$ cat config.mk
export PLATFORM = sky130hd
export DESIGN_NAME = bis_blend
export DESIGN_NICKNAME = d
export VERILOG_FILES = /design/src/hdl/assert_macros.svh /design/src/hdl/bis_pkg.sv /design/src/hdl/bis_blend.sv
export SDC_FILE = /design/constraint.sdc
export NUM_CORES = 2
export LEC_CHECK = 0
export ABC_AREA = 1
export BUFFER_PORTS_ARGS = -buffer_cell sky130_fd_sc_hd__buf_2
export CORE_MARGIN = 8
export CORE_UTILIZATION = 55
export CTS_CLUSTER_DIAMETER = 150
export CTS_CLUSTER_SIZE = 12
export DETAILED_ROUTE_END_ITERATION = 10
export PLACE_DENSITY = 0.78
export SLEW_MARGIN = 0
export SYNTH_ARGS = -nofsm -noshare
export SYNTH_HDL_FRONTEND = slang
export SYNTH_SLANG_ARGS = --single-unit
$ cat constraint.sdc
create_clock -name clock -period 18.1 [get_ports clock]
set_input_delay 0 -clock clock [delete_from_list [all_inputs] [get_ports clock]]
set_output_delay 0 -clock clock [all_outputs]
set_load 0.01 [all_outputs]
$ cat src/hdl/assert_macros.svh
// assertion helpers, clock and reset names fixed to the house ports
`ifndef ASSERT_MACROS_SVH
`define ASSERT_MACROS_SVH

// same-cycle implication
`define BIS_ASSERT_NOW(lbl, ante, cons, msg) \
   lbl: assert property (@(posedge clock) disable iff (reset) (ante) |-> (cons)) \
      else $error(msg);

// next-cycle implication
`define BIS_ASSERT_NEXT(lbl, ante, cons, msg) \
   lbl: assert property (@(posedge clock) disable iff (reset) (ante) |=> (cons)) \
      else $error(msg);

`endif

$ cat src/hdl/bis_pkg.sv
package bis_pkg;

   localparam int CSR_DATA_BITS = 16;
   localparam int SIDE_BITS     = 7;
   localparam int COORD_BITS    = 16;
   localparam int LOAD_BITS     = 16;
   localparam int SAMPLE_BITS   = 17;

   localparam logic CMD_LOAD   = 1'b0;
   localparam logic CMD_SAMPLE = 1'b1;

   localparam logic [1:0] CSR_HEIGHT = 2'd0;
   localparam logic [1:0] CSR_WIDTH  = 2'd1;

   localparam logic [1:0] NB_LAST = 2'd3;

   typedef enum logic [1:0] {
      ST_IDLE,
      ST_READ,
      ST_DRAIN,
      ST_FINISH
   } state_type;

   typedef struct packed {
      logic       capture;
      logic       issue;
      logic [1:0] nb;
   } blend_ctrl_type;

endpackage

$ cat src/hdl/bis_blend.sv
module bis_blend #(
   parameter int MAX_SIDE   = 64,
   parameter int PIXEL_BITS = 16
) (
   input  logic                                       clock,
   input  logic                                       reset,
   input  bis_pkg::blend_ctrl_type                    ctrl,
   input  logic signed [bis_pkg::COORD_BITS-1:0]      coord_x,
   input  logic signed [bis_pkg::COORD_BITS-1:0]      coord_y,
   input  logic [bis_pkg::SIDE_BITS-1:0]              side_h,
   input  logic [bis_pkg::SIDE_BITS-1:0]              side_w,
   output logic                                       rd_en,
   output logic [$clog2(MAX_SIDE*MAX_SIDE)-1:0]       rd_addr,
   input  logic [PIXEL_BITS-1:0]                      rd_data,
   output logic signed [bis_pkg::SAMPLE_BITS-1:0]     result
);
   import bis_pkg::*;

   localparam int AW   = $clog2(MAX_SIDE * MAX_SIDE);
   localparam int PW   = PIXEL_BITS + 18;
   localparam int ACCW = (PIXEL_BITS + 19 > 34) ? PIXEL_BITS + 19 : 34;
   localparam int RESW = ACCW - 16;

   logic signed [16:0]   px_sum, py_sum;
   logic signed [24:0]   prod_x, prod_y;
   logic signed [22:0]   x_ff, x_in, y_ff, y_in;
   logic [8:0]           m, n;
   logic [13:0]          fx, fy;
   logic [9:0]           row, col;
   logic                 in_image;
   logic [14:0]          wx, wy;
   logic [29:0]          wprod;
   logic [16:0]          wt_ff, wt_in;
   logic                 in_image_ff, take_ff;
   logic signed [PIXEL_BITS-1:0] pix;
   logic signed [PW-1:0]   pprod;
   logic signed [ACCW-1:0] acc_ff, acc_in;
   logic signed [RESW-1:0] res;

   // map normalised coordinate to image space, floor halving by arithmetic shift
   always_comb begin
      px_sum = $signed({coord_x[COORD_BITS-1], coord_x}) + 17'sd16384;
      py_sum = $signed({coord_y[COORD_BITS-1], coord_y}) + 17'sd16384;
      prod_x = 25'(px_sum) * 25'($signed({1'b0, side_h}));
      prod_y = 25'(py_sum) * 25'($signed({1'b0, side_w}));
      x_in   = $signed(prod_x[23:1]);
      y_in   = $signed(prod_y[23:1]);
   end

   always_comb begin
      m   = x_ff[22:14];
      n   = y_ff[22:14];
      fx  = x_ff[13:0];
      fy  = y_ff[13:0];
      row = {m[8], m} + {9'd0, ctrl.nb[1]};
      col = {n[8], n} + {9'd0, ctrl.nb[0]};
      in_image = !row[9] && (row[8:0] < {2'b00, side_h})
              && !col[9] && (col[8:0] < {2'b00, side_w});
      rd_addr = AW'(row[8:0]) * AW'(MAX_SIDE) + AW'(col[8:0]);
      rd_en   = ctrl.issue && in_image;
      wx = ctrl.nb[1] ? {1'b0, fx} : 15'd16384 - {1'b0, fx};
      wy = ctrl.nb[0] ? {1'b0, fy} : 15'd16384 - {1'b0, fy};
      wprod = 30'(wx) * 30'(wy);
      // truncate Q1.28 to Q1.16, one whole is kept in the top bit
      wt_in = wprod[28:12];
   end

   always_comb begin
      pix    = rd_data;
      pprod  = PW'($signed({1'b0, wt_ff})) * PW'(pix);
      acc_in = acc_ff;
      if (ctrl.capture) begin
         acc_in = '0;
      end else if (take_ff && in_image_ff) begin
         acc_in = acc_ff + ACCW'(pprod);
      end
   end

   always_ff @(posedge clock) begin
      if (reset) begin
         take_ff <= 1'b0;
      end else begin
         take_ff <= ctrl.issue;
      end
      if (ctrl.capture) begin
         x_ff <= x_in;
         y_ff <= y_in;
      end
      if (ctrl.issue) begin
         wt_ff       <= wt_in;
         in_image_ff <= in_image;
      end
      acc_ff <= acc_in;
   end

   always_comb begin
      res = $signed(acc_ff[ACCW-1:16]);
      if (res > RESW'(65535)) begin
         result = 17'sd65535;
      end else if (res < RESW'(-65536)) begin
         result = -17'sd65536;
      end else begin
         result = res[SAMPLE_BITS-1:0];
      end
   end

endmodule

-- After elaboration in Yosys (flattened, before gate mapping)
Index checks and enable logic that the tools add are counted.
- register bits: 100
- input port bits: 68
- add/sub/neg operators: 8
- multiply operators: 4
- reductions and logical operators: 7
- muxes and demuxes: 4
- $lt $le $gt $ge: 4
- operators with widths (operator ; number):
    multiplier 17 x 8 -> 24 bit ; 2
    adder 35 x 34 -> 35 bit ; 1
    adder 16 x 16 -> 17 bit, second input constant ; 2
    multiplier 18 x 16 -> 34 bit ; 1
    two-way mux 17 bit ; 2
    two-way mux 15 bit ; 2
    subtractor 15 x 14 -> 15 bit, first input constant ; 2
    multiplier 15 x 15 -> 29 bit ; 1
    adder 9 x 2 -> 10 bit ; 2
    greater-than comparator 19 x 17 -> 1 bit, second input constant ; 1
    < comparator 19 x 17 -> 1 bit, second input constant ; 1
    < comparator 9 x 7 -> 1 bit ; 2
    adder 12 x 9 -> 12 bit ; 1
    logical AND 1 bit ; 5
    logical NOT 1 bit ; 2

-- Logic depth before layout (Yosys ltp)
- word-level depth: 6
- gate-level depth with buffers: 36
- mapped depth without buffers: 35

-- Worst setup path before layout
No wires, ideal clock.
- path kind: reg2reg
- start point: reg x_ff[0]
- end point: reg wt_ff[16], data pin
- required time: 17.848 ns
- cell stages (with the launch flop): 35
- clock period less this slack: 6.573 ns
- path slack: 11.527 ns
- arrival: 6.321 ns
- cell sequence: edfxtp_1 inv_2 clkbuf_1 ha_1 inv_1 nor2_1 nand3_1 nor2_2 nand2_1 nand3_1 nand2_2 inv_1 nor2_1 fa_1 inv_1 fa_1 inv_1 fa_1 inv_1 fa_1 inv_1 fa_1 inv_1 fa_1 inv_1 ha_1 nand2_1 inv_1 a21oi_1 a21boi_0 o21ai_1 nand2_1 nand2_1 nand2_1 nand2_1
- word-level cells in the longest chain between the ends: 3
- ends and longest elaborated chain (element ; line ; source):
    from (decl) ; bis_blend.sv:26 ; logic signed [22:0] x_ff, x_in, y_ff, y_in;
    from (signal assigned) ; bis_blend.sv:86 ; x_ff <= x_in;
    subtractor 15 x 14 -> 15 bit ; bis_blend.sv:61 ; wx = ctrl.nb[1] ? {1'b0, fx} : 15'd16384 - {1'b0, fx};
    two-way mux 15 bit * ; bis_blend.sv:61 ;
    multiplier 15 x 15 -> 29 bit * ; bis_blend.sv:63 ; wprod = 30'(wx) * 30'(wy);
    net wprod[28] ; bis_blend.sv:32 ; logic [29:0] wprod;
    to (signal assigned) ; bis_blend.sv:90 ; wt_ff <= wt_in;
    to (decl) ; bis_blend.sv:33 ; logic [16:0] wt_ff, wt_in;
Mark *: on every way through the listed nets, which the timed path passes. The rest lies on a longest branch.
A chain may end at the register's enable or synchronous reset.

-- Worst setup path after layout
Ends and elaborated chain as after synthesis.

==> reports/results.tsv <==
metric	value	unit
post-route setup slack	11060	ps
CTS max path bufs	2	
critical path type	reg2reg	
Avg Vias per Cell	5.10	
Max Slew Vio Count	0	
Synth Net Count	5412	
Rel. slew slack	0.171	
Final Hold Vio Count	0	
CP Max Fanout	11	
Mapped Cells	4430	
max-cap viol count	0	
initial antenna violation count	0	
Row Count	89	
Die Area	67300	um2
Area growth syn-to-layout	4.41	%
Root Buffer	clkbuf_16	
clock-pin slew on the worst setup and hold paths	80	ps
total core area	58800	um2
fin crit period	7040	ps
Post-synth top flop	edfxtp_1	
first-pass GRT wire length	134	mm
worst slack, placed	11060	ps
FF+latch count, synth	100	
Worst Min Path Start	ctrl[2]	
pin count of the biggest net entering global routing	72	
Tcrit/Tclk final	0.389	
clk_lat worst skew	390	ps
TNS Setup	0	ps
Mapped Area	32600	um2
Most Frequent Cell on Critical Path	inv_1	
share of cells above drive strength 1	0.0385	
reg-to-reg startpoint	x_ff[0]	
All-Layer GR Usage	0.242	
NumNets Final	5421	
total gr overflow	0	
I/O pin total	98	
crit path max-delay cell type	fa_1	
ys async rst share	0	
RSZ-0062 raised after global routing	false	
Routability Congestion	0.966	
number of instances in the placed design	5199	
Netlist cell types	44	
1st-iter DRT viols	1881	
FILL cells	5425	
Starting Density	0.554	
Pre-Repair DR Iteration Count	6	
Slew @ Worst Pin	1240	ps
CP arrival	7180	ps
CP Launch Point	x_ff[0]	
Setup Buffers After CTS	0	
Wirelength per Cell	15.1	um
Num CTS Buffers	9	
outcome	complete, no violations	
Non-Filler Instances	5217	
CP endpoint kind	flop	
die width	259	um
Hold Crit Class	in2reg	
post-cts resize count	0	
final setup vio count	0	
CP peak stage delay	540	ps
synth warn	0	
crit start category	flop	
Remaining DRCs	0	
Antenna Violating Nets Remaining	0	
Util after Layout	0.578	
Max Fclk	0.142	GHz
sequential area share after synthesis	0.0811	
Detail Placement HPWL	67.8	mm
Clock Sinks	100	
Post-synth EDFFs	64	
WL final	78.6	mm
H-tree depth	3	
Mapped Avg Cell Area	7.35	um2
clock skew	17.0	ps
required time worst endpoint	18230	ps
vias	26600	
CTS tree	done	
Antenna Cells	0	
hold bufs inserted after CTS	2	
Port Buf Inserts	97	
vias in the first global route	27800	
Die Y	259	um
==> final timing paths <==
kind / to / slack (ps) / cells past startpoint
worst max-delay path: wt_ff[16] / 11060 / 33
worst min-delay path: take_ff / 120 / 3
worst max register to register: wt_ff[16] / 11060 / 33
worst min register to register: acc_ff[0] / 500 / 2
==> layer usage <==
layer,track usage,vias to the layer above,share of wire
met5,0,-,0
met4,0.0772,0,0.033
met3,0.0382,158,0.073
met2,0.411,900,0.47
met1,0.314,12800,0.42
li1,-,12800,-
==> Yosys cell counts (2+ instances only) <==
cell type  number  area (um2)
buf_2           7        35.0
o21ai_1         5        25.0
a21oi_1       141         706
nand3_1       116         581
fa_1          586       11700
dfxtp_1        36         721
inv_2           7        26.3
ha_1          328        4100
nand3_2         2        20.0
nor2_4          2        22.5
nor4_1          3        18.8
and2_1          4        25.0
buf_4           2        15.0
o21bai_1       11        82.6
clkbuf_1       97         364
a31oi_1         6        37.5
nand2_2         8        50.1
inv_1        1330        4990
xor2_1         50         438
clkinv_1        4        15.0
nor2_1        309        1160
xnor2_1        38         333
buf_1           2        7.51
nand3b_1        2        15.0
nand4_1        18         113
nor3_1         17        85.1
a21o_1          6        45.0
a21boi_0        7        52.6
edfxtp_1       64        1920
o21ai_0        83         415
nand2_1      1103        4140
nor2_2         11        68.8
or2_2          14        87.6
==> placed cells by master, fill, tap and decap left out, types with 8 or more instances in the layout <==
master and count:
nand2_1 1103, xor2_1 50, o21bai_1 11, buf_2 96, edfxtp_1 64, o21ai_0 83, or2_2 14, nand3_1 116
dfxtp_1 36, buf_4 8, nor2_1 309, nand2_2 8, nand4_1 18, ha_1 328, nor2_2 11, a21oi_1 141
fa_1 586, clkbuf_16 9, inv_1 1330, xnor2_1 38, nor3_1 17
==> worst max-delay path, delay by kind of cell (launching register included) <==
kind	cells	cell delay (ps)
AOI/OAI and AO/OA	3	540
buffers and inverters	10	910
and+or+nand+nor	12	1320
adders and majority gates	8	3550
DFF	1	480
==> state kept, by name, indices dropped and copies added (netlist names) <==
name and cells:
in_image_ff 1, x_ff 23, wt_ff 17, acc_ff 35
take_ff 1, y_ff 23
==> kinds of logic after synthesis <==
group / synth area share
XOR/XNOR: 0.0245
buffers and inverters: 0.168
AO/OA/AOI/OAI: 0.0426
flip-flops: 0.0811
AND/OR/NAND/NOR: 0.198
adder cells (fa/ha/maj): 0.486
==> per-stage QoR <==
stage / hold WS, ps / instance area, um2
2_1_floorplan: 72.4 / 32600
3_3_place_gp: 193 / 33700
3_5_place_dp: 178 / 33700
4_1_cts: 105 / 34000
5_1_grt: 124 / 34000
6_report: 115 / 34000
==> area by class of cell <==
cell class                      instances  area, um2  area share
Clock buffer                            9        225     0.00662
Inverter                             1342       5040       0.148
Sequential cell                       100       2640      0.0777
Clock inverter                          7        105     0.00309
Multi-Input combinational cell       2880      24500       0.720
Timing Repair Buffer                  106        561      0.0165
Tap cell                              773        967      0.0284
Power is left out: the tool's default activity adds up to more than one toggle a clock period on the data nets, which glitch-free logic cannot reach.
